### config.mk
export PLATFORM = sky130hd
export DESIGN_NAME = rtdc_sqrt
export DESIGN_NICKNAME = d
export VERILOG_FILES = /design/src/rtl/rtdc_pkg.sv /design/src/rtl/rtdc_sqrt.sv
export SDC_FILE = /design/constraint.sdc
export NUM_CORES = 2
export LEC_CHECK = 0
export BUFFER_PORTS_ARGS = -buffer_cell sky130_fd_sc_hd__buf_2
export CORE_AREA = 2 2 303 530
export CTS_CLUSTER_DIAMETER = 150
export DETAILED_ROUTE_END_ITERATION = 7
export DIE_AREA = 0 0 305 532
export PLACE_DENSITY = 0.83
export SLEW_MARGIN = 20
export SYNTH_ARGS = -nofsm -noshare
export SYNTH_HDL_FRONTEND = slang
export SYNTH_MEMORY_MAX_BITS = 65536
export SYNTH_SLANG_ARGS = --single-unit
### constraint.sdc
create_clock -name i_clk -period 3.99 [get_ports i_clk]
set_input_delay 0.399 -clock i_clk [delete_from_list [all_inputs] [get_ports i_clk]]
set_output_delay 0.399 -clock i_clk [all_outputs]
set_load 0.02 [all_outputs]
### src/rtl/rtdc_pkg.sv
// ============================================================================
// rtdc_pkg
// Shared types, fixed-point constants and stage counts of the RTD converter.
// ============================================================================
package rtdc_pkg;

    // Sideband that follows an item down the pipeline.
    typedef struct packed {
        logic quad;  // quadratic branch gives the result
        logic ovf;   // polynomial ratio beyond the clamp point
    } t_tag;

    // Long divider: quotient bits, one per stage.
    localparam int QUO_W      = 63;
    // Square root: one result bit per stage.
    localparam int SQRT_STEPS = 32;
    localparam int SQ_W       = 64;
    localparam int S_W        = 33;

    // Rounding divide by 5775 of the quadratic result.
    // Dividend is clamped at 5775 * 2^18 (already past the output range),
    // then floor(x / 5775) = (x * CDIV_RECIP) >> 43 exactly below that.
    localparam int CDIV_Q_W   = 19;
    localparam int CDIV_X_W   = 31;
    localparam int CDIV_P_W   = 62;
    localparam int CDIV_SHIFT = 43;
    localparam logic [CDIV_X_W-1:0] CDIV_X_MAX = 31'd1513881600;  // 5775 << 18
    localparam logic [CDIV_X_W-1:0] CDIV_RECIP = 31'd1523132991;  // ceil(2^43/5775)
    localparam logic [31:0] CVD_A_Q16  = 32'd2561343488;  // 39083 << 16
    localparam logic [17:0] CVD_RND    = 18'd184800;      // 5775 * 32
    localparam logic [6:0]  CVD_SCALE  = 7'd125;

    // Quadratic radicand terms.
    localparam logic [30:0] CVD_A_SQ = 31'd1527480889;
    localparam logic [27:0] CVD_4B   = 28'd231000000;

    // Polynomial branch.
    localparam int Y_W   = 26;
    localparam int G_W   = 38;
    localparam int G_LO  = 19;
    localparam int T_W   = 26;
    localparam logic [Y_W-1:0] Y_MAX   = 26'd33554432;    // 512.0 in Q16
    localparam logic [G_W-1:0] POLY_A5 = 38'd179957580746;
    localparam logic [G_W-1:0] POLY_ADD [4] = '{
        38'd32492786764, 38'd10867185901, 38'd11372908473, 38'd9546853906
    };
    localparam int POLY_SHIFT [4] = '{26, 25, 25, 26};
    localparam logic signed [T_W-1:0] POLY_A0 = -26'sd61957;

    // Output range.
    localparam logic signed [T_W-1:0] OUT_MAX = 26'sd262143;
    localparam logic signed [T_W-1:0] OUT_MIN = -26'sd262144;

    // Stage counts.
    localparam int FRONT_LAT = 3;
    localparam int DIV_LAT   = QUO_W;
    localparam int SQRT_LAT  = SQRT_STEPS;
    localparam int CDIV_LAT  = 2;
    localparam int POLY_LAT  = 11;
    localparam int POLY_PAD  = SQRT_LAT + CDIV_LAT - POLY_LAT;
    localparam int PIPE_LAT  = FRONT_LAT + DIV_LAT + SQRT_LAT + CDIV_LAT + 1;

endpackage

### src/rtl/rtdc_sqrt.sv
// ============================================================================
// rtdc_sqrt
// Pipelined floor square root of the Q32 radicand, one result bit a stage.
// ============================================================================
module rtdc_sqrt (
    input  logic                       i_clk,
    input  logic                       i_rst_n,
    input  logic                       i_valid,
    input  rtdc_pkg::t_tag             i_tag,
    input  logic [rtdc_pkg::QUO_W-1:0] i_rad,
    output logic                       o_valid,
    output rtdc_pkg::t_tag             o_tag,
    output logic [rtdc_pkg::S_W-1:0]   o_root
);
    localparam int NS = rtdc_pkg::SQRT_STEPS;
    localparam int W  = rtdc_pkg::SQ_W;

    logic           r_valid [NS];
    rtdc_pkg::t_tag r_tag   [NS];
    logic [W-1:0]   r_v     [NS];
    logic [W-1:0]   r_res   [NS];

    for (genvar k = 0; k < NS; k++) begin : g_step
        localparam logic [W-1:0] BIT = W'(1) << (W - 2 - 2 * k);
        logic           v_in;
        rtdc_pkg::t_tag tag_in;
        logic [W-1:0]   val_in;
        logic [W-1:0]   res_in;
        logic [W-1:0]   w_sum;
        logic [W-1:0]   n_v;
        logic [W-1:0]   n_res;

        if (k == 0) begin : g_first
            assign v_in   = i_valid;
            assign tag_in = i_tag;
            assign val_in = {1'b0, i_rad};
            assign res_in = '0;
        end else begin : g_next
            assign v_in   = r_valid[k-1];
            assign tag_in = r_tag[k-1];
            assign val_in = r_v[k-1];
            assign res_in = r_res[k-1];
        end

        assign w_sum = res_in + BIT;

        always_comb begin
            if (val_in >= w_sum) begin
                n_v   = val_in - w_sum;
                n_res = (res_in >> 1) + BIT;
            end else begin
                n_v   = val_in;
                n_res = res_in >> 1;
            end
        end

        always_ff @(posedge i_clk) begin
            if (!i_rst_n) begin
                r_valid[k] <= 1'b0;
            end else begin
                r_valid[k] <= v_in;
            end
        end

        always_ff @(posedge i_clk) begin
            r_tag[k] <= tag_in;
            r_v[k]   <= n_v;
            r_res[k] <= n_res;
        end
    end

    assign o_valid = r_valid[NS-1];
    assign o_tag   = r_tag[NS-1];
    assign o_root  = r_res[NS-1][rtdc_pkg::S_W-1:0];

endmodule

==> After elaboration in Yosys (flattened, before gate mapping) <==
Memory sizes are Yosys's and may differ from the RTL's.
Index checks and enable logic that the tools add are counted.
{ "word_totals": {"mem_count": 4, "input_bits": 68, "ramBits": 4192, "reg_bits": 0, "elab_cells": 260, "output_inout_bits": 36} }
{ "classes": {"bitwise": 32, "n_mux": 98, "n_addsub": 94, "magnitude_cmp": 32} }
{ "memory_table": {"columns": ["memory", "words", "width", "read_ports", "rd_clocked_by_memory_dff", "wr", "line", "rtl"], "rows": [
  ["r_res", 32, 64, 32, 0, 32, "rtdc_sqrt.sv:21", "logic [W-1:0] r_res [NS];"],
  ["r_v", 32, 64, 31, 0, 32, "rtdc_sqrt.sv:20", "logic [W-1:0] r_v [NS];"],
  ["r_tag", 32, 2, 32, 0, 32, "rtdc_sqrt.sv:19", "rtdc_pkg::t_tag r_tag [NS];"],
  ["r_valid", 32, 1, 32, 0, 32, "rtdc_sqrt.sv:18", "logic r_valid [NS];"]
]} }
{ "op_table": {"columns": ["op", "n"], "rows": [
  ["two-way mux 64 bit", 63],
  ["greater-or-equal comparator 64 bit", 31],
  ["subtractor 64 bit", 31],
  ["adder 63 x 1 -> 64 bit (second input constant)", 1],
  ["adder 63 x 11 -> 64 bit (second input constant)", 1],
  ["adder 63 x 13 -> 64 bit (second input constant)", 1],
  ["adder 63 x 15 -> 64 bit (second input constant)", 1],
  ["adder 63 x 17 -> 64 bit (second input constant)", 1],
  ["adder 63 x 19 -> 64 bit (second input constant)", 1],
  ["adder 63 x 21 -> 64 bit (second input constant)", 1],
  ["adder 63 x 23 -> 64 bit (second input constant)", 1],
  ["adder 63 x 25 -> 64 bit (second input constant)", 1],
  ["adder 63 x 27 -> 64 bit (second input constant)", 1],
  ["adder 63 x 29 -> 64 bit (second input constant)", 1],
  ["adder 63 x 3 -> 64 bit (second input constant)", 1],
  ["adder 63 x 31 -> 64 bit (second input constant)", 1],
  ["adder 63 x 33 -> 64 bit (second input constant)", 1],
  ["adder 63 x 35 -> 64 bit (second input constant)", 1],
  ["adder 63 x 37 -> 64 bit (second input constant)", 1],
  ["adder 63 x 39 -> 64 bit (second input constant)", 1],
  ["adder 63 x 41 -> 64 bit (second input constant)", 1],
  ["adder 63 x 43 -> 64 bit (second input constant)", 1],
  ["adder 63 x 45 -> 64 bit (second input constant)", 1],
  ["adder 63 x 47 -> 64 bit (second input constant)", 1],
  ["46 further kinds", 110]
]} }

==> Logic depth before layout (Yosys ltp) <==
An unclocked memory read counts as a cell.
{ "logic_depth": {"word_depth": 4, "ltp_mapped": 15} }

==> Least setup slack after synthesis <==
No wires, ideal clock.
{ "synth_path": {"kind": "register -> register", "start": "memory r_v[1][756] (netlist name)", "end": "memory r_v[1][799] (netlist name)", "stages_incl_launch_ff": 10, "setup_time_ns": 0.121, "synth_period_minus_slack_ns": 3.526, "t_arrival_ns": 3.405, "path_buffers": 1, "t_required_ns": 3.869, "path_slack_ns": 0.464, "path_cell_list": "dfxtp_1 -> or4_1 -> or4_4 -> or3_4 -> or3_4 -> or4_1 -> or3_4 -> nor2_4 -> buf_6 -> mux2_2"} }
{ "synth_rtl": {"columns": ["element", "line"], "rows": [
  ["start, declared", "rtdc_sqrt.sv:20"]
]} }

==> out/results.ini <==
[outcome]
status=finished clean

[global_route]
grt_max_degree=61
globalRouteTotalUtil_pct=35.4
grt_pass1_wl_mm=441
antenna_found_initial=23
grt_pass1_vias=81100
grt.overflow.total=0

[route]
drcViolationCount=0
drt_iter0_drc=4472
wl_per_cell_um=23.5
dr.pass1.iters=6
vias=75900
routed_wl_mm=293
via_per_inst=6.07
antenna_left=0

[power]
intPower_uw=52600
p_leak_uw=0.0506
comb_power_share_pct=25.2
p_total_uw=78400
swShare_pct=32.9
netSwitchingPower_uw=25700
irDropWorstVdd_v=0.000612
seqPwrFrac_pct=46.2
p_per_area_nw_per_um2=707
pwr-share-clk_pct=28.5

[floorplanning]
die_w_um=305
pin_count=104
die_h_um=532
core-area_um2=158000
dieArea_um2=162000
initial_core_util_pct=61.9
num_rows=193

[worst_setup_path]
cp.arrival_ns=4.78
crit_chain=inv_1 > ha_1 > nor4b_1 > nand4_1 > nor4_2 > nor2_1 > nand2_1 > o211ai_1 > nor3_1 > xor2_1
required_ns=4.84
worstPathMaxFanout=11
startpoint_type=flip-flop
path_class=reg2reg
critPathTopFamily=simple AND/OR/NAND/NOR gates
critPathMaxStageDelay_ns=0.59
crit_path_end_kind=flip-flop
crit_buf_inv=1
cp_slowest_cell=nor4b_1

[synthesis]
synth_edf_count=0
ys_top_cells_by_count=dfxtp_1 (2608), inv_1 (701), nand2_1 (655)
yosysMostFrequentCell=dfxtp_1
synth_top_area_share_pct=53.5
synth_ff_type=dfxtp_1
ys_seq_elements=2608
synth_area_leaders=dfxtp_1 (54%), ha_1 (7.1%), xnor2_1 (4.3%)
synth.avg_cell_area_um2=9.99
synth_top_area_cell=dfxtp_1
async_flop_share_pct=0
synthCells=9771
synth_area_um2=97600
ys_seq_area_share_pct=53.5
synth_warnings=0
yosysUniqueCellTypes=88

[sta]
period_share_pct=98.6
rsz0062_at_grt=false
setup_viol=0
finClkSkew_ns=0.115
hold_viol=0
fin_ws_ns=0.0546
timing.fmax_mhz=254
period_minus_slack_ns=3.94
slew_headroom_pct=15.3
tightest_slew_ns=1.26
final_max_slew_viol_count=0

[finish]
drive_above_1_share_pct=9.43
nets=10900
synthToLayoutAreaGrowth_pct=13.6

[clocking]
clockBufferDepth=4
h-tree-depth=4
insertion_delay_ns=0.92
cts_sinks=2608
cts-buffers-inserted=217
root_buffer=clkbuf_16
cts.clk_slew.worst_paths_ns=0.09
cts_tree=done

[hold_path]
hold_path.class=in2reg

[placed_design]
port_buffers=102
pre_cts_slack_ns=-0.303
place.gp.congestion=1.06
hpwlAfterDp_mm=210

[job]
drv_cap=0

[state kept, by name, summed over array words and instances, names as in the netlist]
signal,cells
r_v,1984
r_res,528
r_tag,64
r_valid,32
[routing by layer]
| metal | routed length [µm] | global-route usage (%) | vias up | share of wire (%) |
|---|---|---|---|---|
| met5 | 129 | 0 | - | 0.044 |
| met4 | 42200 | 43.3 | 20 | 14 |
| met3 | 15100 | 7.99 | 1897 | 5.2 |
| met2 | 159000 | 69.7 | 3110 | 54 |
| met1 | 76300 | 23.6 | 35800 | 26 |
| li1 | - | - | 35100 | - |
[stage by stage]
stage / TNS (ns) / utilization (%) / instance area (µm²) / hold slack (ns) / std cells
floorplan: 0 / - / 97600 / 0.310 / 9773
global placement: -2.32 / 65.0 / 102000 / 0.309 / 12000
detailed placement: -1.14 / 65.0 / 103000 / 0.312 / 12000
CTS: -0.136 / 70.2 / 111000 / 0.0877 / 12500
global route: 0 / 70.3 / 111000 / 0.118 / 12500
finish: 0 / 70.3 / 111000 / 0.112 / 12500
[final timing paths]
check	slack, ns	from	depth (start not counted)	to
setup / recovery	0.05	r_res[0][249]$_DFF_P_	10	r_v[0][319]$_DFF_P_
hold / removal	0.11	i_rad[62]	2	r_res[0][62]$_DFF_P_
setup reg to reg	0.05	r_res[0][249]$_DFF_P_	10	r_v[0][319]$_DFF_P_
hold reg to reg	0.31	r_res[3][169]$_DFF_P_	0	r_res[3][232]$_DFF_P_
[final cells by class]
type | instances | area (µm²)
flip-flops and latches | 2608 | 52200
fillers | 10700 | 46800
multi-input cells | 6242 | 42200
clock buffers | 294 | 6100
repair buffers | 489 | 3770
inverters | 703 | 2640
well taps | 2047 | 2560
clock inverters | 102 | 1350
diodes | 17 | 42.5
[kinds of logic after synthesis]
| logic type | after synthesis | share of synthesized area [%] |
|---|---|---|
| and+or+nand+nor | 2864 | 15.2 |
| DFF | 2608 | 53.5 |
| AOI/OAI and AO/OA | 1860 | 11.7 |
| buffers and inverters | 923 | 3.62 |
| xor gates and xnor gates | 873 | 7.84 |
| adders and majority gates | 556 | 7.13 |
| muxes | 86 | 0.977 |
| other | 1 | 0.00384 |
[power groups by stage]
stage,clock network [µW],registers (µW),logic [µW]
floorplan,0,34900,13800
global placement,0,36300,18100
detailed placement,0,36500,18700
CTS,22400,36000,19000
global route,23400,36600,21500
finish,22400,36200,19800
[worst register-to-register path, stage by stage, from the launching register on]
cell	delay [ns]
dfxtp_1	0.40
inv_1	0.07
ha_1	0.38
nor4b_1	0.59
nand4_1	0.52
nor4_2	0.59
nor2_1	0.10
nand2_1	0.44
o211ai_1	0.29
nor3_1	0.31
xor2_1	0.16
[layout by cell type (no fill, tap or decap), types with 70 or more instances in the layout]
cell,synthesis,final
xor2_1,399,399
nor4_1,356,335
buf_4,1,304
inv_1,701,701
o21a_1,104,104
or3_1,111,111
ha_1,556,555
o21ai_0,473,469
nor2_1,575,574
a21o_1,229,229
clkbuf_16,0,219
xnor2_1,474,474
dfxtp_1,2608,2608
and2_1,70,70
a21oi_1,604,602
mux2_2,74,74
nand3_1,177,177
nand2_1,655,654
buf_2,10,102
nand4_1,174,174
nor3_1,255,252
nand2b_1,89,89
[what timing repair did]
action | CTS | global route
cloned | 0 | 0
hold buffers | 67 | 0
endpoints found under the hold margin | 72 | 0
endpoints found under the setup margin | 35 | 106
pin swaps | 0 | 2
gates resized for setup | 5 | 23
buffers inserted | 0 | 1
Note: power is estimated with default switching activity, not from simulation.
