==> src/rtl/rtdc_pkg.sv <==
// ============================================================================
// rtdc_pkg
// Shared types, fixed-point constants and stage counts of the RTD converter.
// ============================================================================
package rtdc_pkg;

    // Sideband that follows an item down the pipeline.
    typedef struct packed {
        logic quad;  // quadratic branch gives the result
        logic ovf;   // polynomial ratio beyond the clamp point
    } t_tag;

    // Long divider: quotient bits, one per stage.
    localparam int QUO_W      = 63;
    // Square root: one result bit per stage.
    localparam int SQRT_STEPS = 32;
    localparam int SQ_W       = 64;
    localparam int S_W        = 33;

    // Rounding divide by 5775 of the quadratic result.
    // Dividend is clamped at 5775 * 2^18 (already past the output range),
    // then floor(x / 5775) = (x * CDIV_RECIP) >> 43 exactly below that.
    localparam int CDIV_Q_W   = 19;
    localparam int CDIV_X_W   = 31;
    localparam int CDIV_P_W   = 62;
    localparam int CDIV_SHIFT = 43;
    localparam logic [CDIV_X_W-1:0] CDIV_X_MAX = 31'd1513881600;  // 5775 << 18
    localparam logic [CDIV_X_W-1:0] CDIV_RECIP = 31'd1523132991;  // ceil(2^43/5775)
    localparam logic [31:0] CVD_A_Q16  = 32'd2561343488;  // 39083 << 16
    localparam logic [17:0] CVD_RND    = 18'd184800;      // 5775 * 32
    localparam logic [6:0]  CVD_SCALE  = 7'd125;

    // Quadratic radicand terms.
    localparam logic [30:0] CVD_A_SQ = 31'd1527480889;
    localparam logic [27:0] CVD_4B   = 28'd231000000;

    // Polynomial branch.
    localparam int Y_W   = 26;
    localparam int G_W   = 38;
    localparam int G_LO  = 19;
    localparam int T_W   = 26;
    localparam logic [Y_W-1:0] Y_MAX   = 26'd33554432;    // 512.0 in Q16
    localparam logic [G_W-1:0] POLY_A5 = 38'd179957580746;
    localparam logic [G_W-1:0] POLY_ADD [4] = '{
        38'd32492786764, 38'd10867185901, 38'd11372908473, 38'd9546853906
    };
    localparam int POLY_SHIFT [4] = '{26, 25, 25, 26};
    localparam logic signed [T_W-1:0] POLY_A0 = -26'sd61957;

    // Output range.
    localparam logic signed [T_W-1:0] OUT_MAX = 26'sd262143;
    localparam logic signed [T_W-1:0] OUT_MIN = -26'sd262144;

    // Stage counts.
    localparam int FRONT_LAT = 3;
    localparam int DIV_LAT   = QUO_W;
    localparam int SQRT_LAT  = SQRT_STEPS;
    localparam int CDIV_LAT  = 2;
    localparam int POLY_LAT  = 11;
    localparam int POLY_PAD  = SQRT_LAT + CDIV_LAT - POLY_LAT;
    localparam int PIPE_LAT  = FRONT_LAT + DIV_LAT + SQRT_LAT + CDIV_LAT + 1;

endpackage

==> src/rtl/rtdc_cdiv.sv <==
// ============================================================================
// rtdc_cdiv
// Quadratic result scaling: (A*2^16 - s) * 128000 / (5775*2^16), rounded.
// ============================================================================
module rtdc_cdiv (
    input  logic                          i_clk,
    input  logic                          i_rst_n,
    input  logic                          i_valid,
    input  rtdc_pkg::t_tag                i_tag,
    input  logic [rtdc_pkg::S_W-1:0]      i_root,
    output logic                          o_valid,
    output rtdc_pkg::t_tag                o_tag,
    output logic [rtdc_pkg::CDIV_Q_W-1:0] o_quo
);
    localparam int XW = rtdc_pkg::CDIV_X_W;
    localparam int PW = rtdc_pkg::CDIV_P_W;

    logic [31:0]    w_diff;
    logic [38:0]    w_x;
    logic [XW-1:0]  w_xc;
    logic           r0_valid;
    rtdc_pkg::t_tag r0_tag;
    logic [XW-1:0]  r0_x;
    logic [PW-1:0]  w_prod;
    logic           r1_valid;
    rtdc_pkg::t_tag r1_tag;
    logic [rtdc_pkg::CDIV_Q_W-1:0] r1_quo;

    // scale by 125 with half-divisor offset, drop 6 bits: divisor is then 5775
    assign w_diff = rtdc_pkg::CVD_A_Q16 - i_root[31:0];
    assign w_x    = 39'(w_diff) * 39'(rtdc_pkg::CVD_SCALE) + 39'(rtdc_pkg::CVD_RND);

    // anything at or above the clamp already saturates the output
    assign w_xc = (w_x[38:6] >= 33'(rtdc_pkg::CDIV_X_MAX)) ? rtdc_pkg::CDIV_X_MAX
                                                           : w_x[36:6];

    always_ff @(posedge i_clk) begin
        if (!i_rst_n) begin
            r0_valid <= 1'b0;
        end else begin
            r0_valid <= i_valid;
        end
    end

    always_ff @(posedge i_clk) begin
        r0_tag <= i_tag;
        r0_x   <= w_xc;
    end

    // reciprocal multiply, exact over the clamped range
    assign w_prod = PW'(r0_x) * PW'(rtdc_pkg::CDIV_RECIP);

    always_ff @(posedge i_clk) begin
        if (!i_rst_n) begin
            r1_valid <= 1'b0;
        end else begin
            r1_valid <= r0_valid;
        end
    end

    always_ff @(posedge i_clk) begin
        r1_tag <= r0_tag;
        r1_quo <= w_prod[PW-1:rtdc_pkg::CDIV_SHIFT];
    end

    assign o_valid = r1_valid;
    assign o_tag   = r1_tag;
    assign o_quo   = r1_quo;

endmodule

==> config.mk <==
export PLATFORM = sky130hd
export DESIGN_NAME = rtdc_cdiv
export DESIGN_NICKNAME = d
export VERILOG_FILES = /design/src/rtl/rtdc_pkg.sv /design/src/rtl/rtdc_cdiv.sv
export SDC_FILE = /design/constraint.sdc
export NUM_CORES = 1
export LEC_CHECK = 0
export BUFFER_PORTS_ARGS = -buffer_cell sky130_fd_sc_hd__buf_2
export CAP_MARGIN = 20
export CORE_MARGIN = 2
export CORE_UTILIZATION = 35
export CTS_CLUSTER_SIZE = 28
export DETAILED_ROUTE_END_ITERATION = 6
export PLACE_DENSITY = 0.59
export SYNTH_ARGS = -nofsm -noshare
export SYNTH_HDL_FRONTEND = slang
export SYNTH_SLANG_ARGS = --single-unit
==> constraint.sdc <==
create_clock -name i_clk -period 7.3 [get_ports i_clk]
set_input_delay 1.46 -clock i_clk [delete_from_list [all_inputs] [get_ports i_clk]]
set_output_delay 1.46 -clock i_clk [all_outputs]
set_load 0.01 [all_outputs]
# Word-level counts from Yosys, hierarchy flattened
# Index checks and enable logic that the tools add are counted.
# totals
mem_bits_ro,0
memories,0
in_bits,38
latch_bits,0
regBits,56
wordCells,13
output_inout_bits,22
ram_bits,0
# op_classes
order_cmp,1
bitwise_logic,0
multipliers,2
n_shift,0
reduce_logical,0
n_addsub,2
eq_ne,0
div,0
mux,0
# op_table
operator,n
"31-bit by 31-bit multiplier with 62-bit output, second input constant",1
"39-bit by 18-bit adder with 39-bit output, second input constant",1
"32-bit by 7-bit multiplier with 39-bit output, second input constant",1
"33-bit by 31-bit greater-or-equal comparator with 1-bit output, second input constant",1
"32-bit subtractor, first input constant",1

# Depth between registers and ports, before layout
# depth
ltp_word,4
ltp_mapped,30
mapped_depth_nobuf,29

# Worst setup path before layout
# OpenSTA, ideal clock, no wires.
# synth_timing
path_kind,input to register
start,input i_root[9] (netlist bit)
end,register r0_x[25]
setup_ps,120
required_ps,7180
setup_slack_ps,-593
cell_stages,27
n_path_buf,2
arrival_time_ps,7773
path_cell_list,or4_4 > nand4b_4 > or2_1 > a31oi_2 > o21ai_2 > a21o_1 > nand2_1 > a21oi_1 > xor2_1 > inv_1 > fa_1 > inv_1 > fa_1 > fa_1 > ha_1 > ha_1 > clkbuf_1 > nand3_1 > nor2_1 > and4_1 > nand4_1 > o211ai_1 > xnor2_1 > a211oi_4 > o21ai_2 > buf_6 > or2_1
# synth_via
elab_chain_len,4
# synth_lines
element,line,text
start: declaration,rtdc_cdiv.sv:10,"input logic [rtdc_pkg::S_W-1:0] i_root,"
32-bit subtractor *,rtdc_cdiv.sv:30,assign w_diff = rtdc_pkg::CVD_A_Q16 - i_root[31:0];
32-bit by 7-bit multiplier with 39-bit output *,rtdc_cdiv.sv:31,assign w_x = 39'(w_diff) * 39'(rtdc_pkg::CVD_SCALE) + 39'(rtdc_pkg::CVD_RND);
39-bit by 18-bit adder with 39-bit output *,rtdc_cdiv.sv:31,
33-bit by 31-bit greater-or-equal comparator with 1-bit output,rtdc_cdiv.sv:34,assign w_xc = (w_x[38:6] >= 33'(rtdc_pkg::CDIV_X_MAX)) ? rtdc_pkg::CDIV_X_MAX
end signal: assignment,rtdc_cdiv.sv:47,r0_x <= w_xc;
end: declaration,rtdc_cdiv.sv:23,logic [XW-1:0] r0_x;
# Every way passes the cells marked *; elsewhere a longest branch is shown, timed or not.
# A chain may end at the register's enable or synchronous reset.

# Final worst setup path
# layout_timing
start,input i_root[9] (netlist bit)
end,register r0_x[1]
# layout_via
elab_chain_len,4
# layout_lines
element,line
32-bit subtractor,rtdc_cdiv.sv:30
32-bit by 7-bit multiplier with 39-bit output,rtdc_cdiv.sv:31
39-bit by 18-bit adder with 39-bit output,rtdc_cdiv.sv:31
33-bit by 31-bit greater-or-equal comparator with 1-bit output,rtdc_cdiv.sv:34
# Every way passes these cells.

==> flow_metrics.env <==
export IMPL_outcome="finished, violations left"
export IMPL_violations="negative setup slack"
export IMPL_reg2reg_from="r0_x[6]"
export IMPL_reg2reg_to="o_quo[16]"
export IMPL_worstSetupPathType="in2reg"
export IMPL_avgSynthCellArea_um2=9.76
export IMPL_crit_buf_inv=7
export IMPL_seq_area_frac_synth=0.0464
export IMPL_syn_nets=3483
export IMPL_cts_buffers=5
export IMPL_max_stage_delay_ns=0.54
export IMPL_first_global_vias=18500
export IMPL_root_buffer="clkbuf_16"
export IMPL_synth_top_cell_by_area="fa_1"
export IMPL_die_h_um=267
export IMPL_syn_area_um2=24200
export IMPL_r2r_slack_ns=0.30
export IMPL_antenna_found_initial=0
export IMPL_grt_usage=0.163
export IMPL_wl_per_cell_um=14.5
export IMPL_ys_warn_count=0
export IMPL_grt_setup_unrepaired="true"
export IMPL_layout_cells_non_filler=3714
export IMPL_slowest_stage="or4_4"
export IMPL_avgViaCountPerCell=4.55
export IMPL_syn_instance_count=2475
export IMPL_drc=0
export IMPL_worstMarginPinSlew_ns=0.495
export IMPL_required_ns=7.53
export IMPL_clk_pin_slew_worst_paths_ns=0.08
export IMPL_slew_headroom=0.668
export IMPL_met2_usage=0.301
export IMPL_post_place_cells=3693
export IMPL_hold_viol=0
export IMPL_hold_end="o_tag[1]"
export IMPL_drv_slew=0
export IMPL_dieArea_um2=71100
export IMPL_max_cap_violations=0
export IMPL_fmax_mhz=134
export IMPL_htree_levels=2
export IMPL_synth_top_area_share=0.418
export IMPL_drt_total_wl_mm=53.7
export IMPL_muxShareOfSynthArea=0.000880
export IMPL_area_delta_synth_final_pct=18.0
export IMPL_min_period_over_period=1.02
export IMPL_grt_pass1_wl_mm=92.5
export IMPL_busiest_layer="met2"
export IMPL_fp_dieW_um=267
export IMPL_setup_slack_ns=-0.153
export IMPL_globalplace_congestion=0.886
export IMPL_rr_worst_depth=26
export IMPL_synth_cell_types=83
export IMPL_drt_iter0_drc=633
export IMPL_portBuffers=58
export IMPL_crit_fanout=19
export IMPL_num_antenna_cells=0
export IMPL_place_hpwl_mm=49.0
export IMPL_synth_compound_area_share=0.0675
export IMPL_drive_above_1_share=0.175
export IMPL_grt_max_degree=20
export IMPL_yosys_top_cells_area="fa_1, ha_1, inv_1"
export IMPL_antenna_left=0
export IMPL_use_met1=0.216
export IMPL_ys_flop_type="dfxtp_1"
export IMPL_ys_ff_latch=56
export IMPL_yosys_area_share_adder=0.660
export IMPL_clkLatencyLatePin_ns=0.32
export IMPL_initial_utilization=0.353
export IMPL_endpoint_kind="flip-flop"
export IMPL_globalRouteOverflowTotal=0
export IMPL_synth_simple_gate_area_frac=0.0597
export IMPL_synth_edff_count=0
export IMPL_placementRows=96
export IMPL_cts_tree="yes"
export IMPL_cp_arrival_ns=7.68
export IMPL_hp_start="r0_tag[1]"
export IMPL_async_reset_ff_frac=0
export IMPL_clkSinkCount=56
export IMPL_finClkSkew_ns=0.0119
export IMPL_cts_buffer_depth=2
export IMPL_core_area_um2=68500
export IMPL_met3_usage=0.00904
export IMPL_setup_viol=26
export IMPL_synthXorXnorAreaFrac=0.0383
export IMPL_vias=16900
export IMPL_drtPass1Iterations=4
export IMPL_nNetsFinal=3839
export IMPL_final_min_clock_period_ns=7.45
export IMPL_hold_path_cell_count=0
export IMPL_io_pins=60
export IMPL_synth_top_family_by_area="adder cells"
export IMPL_startpoint_type="input port"
export IMPL_critPathTopFamily="compound AO/OA/AOI/OAI gates"
export IMPL_min_path_type="reg2reg"
## kinds of logic (layout without fill, tap and decap cells)
logic type / after synthesis / after routing
buf+inv: 818 / 1175
simple gates: 276 / 276
mux: 2 / 2
xor+xnor: 104 / 104
fa+ha+maj: 971 / 971
flops: 56 / 56
compound gates: 248 / 248
## per-layer routing
metal / part of all wire / vias to the layer above / routed length, um
met2: 0.52 / 188 / 27800
li1: - / 8286 / -
met4: 0.010 / 0 / 556
met5: 0 / - / 0
met3: 0.023 / 29 / 1230
met1: 0.45 / 8381 / 24100
## cell usage in the layout (no fill, tap or decap), types with 32 or more instances in the layout
cell type / Yosys / layout
xnor2_1: 67 / 60
o21ai_0: 36 / 32
buf_4: 0 / 295
buf_2: 2 / 57
nor2_1: 70 / 60
nand2_1: 60 / 53
fa_1: 505 / 503
dfxtp_1: 56 / 46
ha_1: 465 / 456
inv_1: 806 / 800
a21oi_1: 87 / 79
## how the worst max path moves through the flow
stage | start | endpoint | slack, ns | cells after the start
2_1_floorplan | i_root[9] | r0_x[25] | -0.39 | 26
3_3_place_gp | i_root[9] | r0_x[12] | -0.65 | 31
3_5_place_dp | i_root[9] | r0_x[1] | -0.75 | 28
4_1_cts | i_root[9] | r0_x[1] | -0.22 | 29
5_1_grt | i_root[9] | r0_x[1] | -0.48 | 31
6_report | i_root[9] | r0_x[1] | -0.15 | 29
## worst reg2reg max path, cell delays in order (launching register included)
cell and delay [ns]:
dfxtp_1 0.42, buf_4 0.24, ha_1 0.24, fa_1 0.54
inv_1 0.05, fa_1 0.53, inv_1 0.05, fa_1 0.47
inv_1 0.09, fa_1 0.48, fa_1 0.49, inv_1 0.05
fa_1 0.48, inv_1 0.05, fa_1 0.47, inv_1 0.04
ha_1 0.31, inv_1 0.08, nor2_1 0.16, nand3_1 0.13
nor2_1 0.18, nand4_1 0.28, a21oi_2 0.32, nor2_1 0.11
o31ai_1 0.37, a21oi_1 0.14, xnor2_1 0.13
## timing repair
action | CTS | global route
setup buffers | 10 | 5
hold buffers | 0 | 0
resized for setup | 42 | 62
pin swaps | 19 | 13
endpoints found under the setup margin | 31 | 41
cloned | 0 | 0
## layout make-up
cell class                 instances  area, um2
fill                            6827      40000
multi-input combinational       1601      20400
inverter                         807       3030
timing repair buffer             360       2630
sequential                        56       1130
tap                              882       1100
clock buffer                       6        129
clock inverter                     2       38.8
## cell usage after synthesis, types with 5 or more instances
cell      number
inv_1        806
fa_1         505
ha_1         465
a21oi_1       87
nor2_1        70
xnor2_1       67
nand2_1       60
dfxtp_1       56
o21ai_0       36
xor2_1        35
a21o_1        28
nand3_1       21
nor3_1        21
nand4_1       18
and2_1        14
a211oi_1      12
nand2b_1      12
a31oi_1       11
o211ai_1      10
and3_1         8
o21bai_1       8
nor4_1         7
or2_2          6
or3_1          6
a31o_2         5
and4_1         5
clkbuf_1       5
nor2b_1        5
## metrics by stage
stage	instance area (um2)	setup TNS [ns]	hold slack [ns]	util	setup WS, ns
final	28500	-1.92	0.331	0.416	-0.153
after global routing	28500	-11.60	0.344	0.416	-0.483
after CTS	28300	-2.84	0.335	0.413	-0.217
after detailed placement	27800	-18.92	0.315	0.406	-0.747
after global placement	27800	-17.06	0.310	0.406	-0.648
after floorplan	24200	-6.46	0.310	-	-0.392
## state kept, by name, summed over array words and instances (netlist names)
register,flops
r0_x,31
r0_valid,1
o_quo,19
o_valid,1
r0_tag,2
o_tag,2
Power is not shown: default switching activity piles up to over one toggle a cycle in this logic, so the estimate is an artifact.
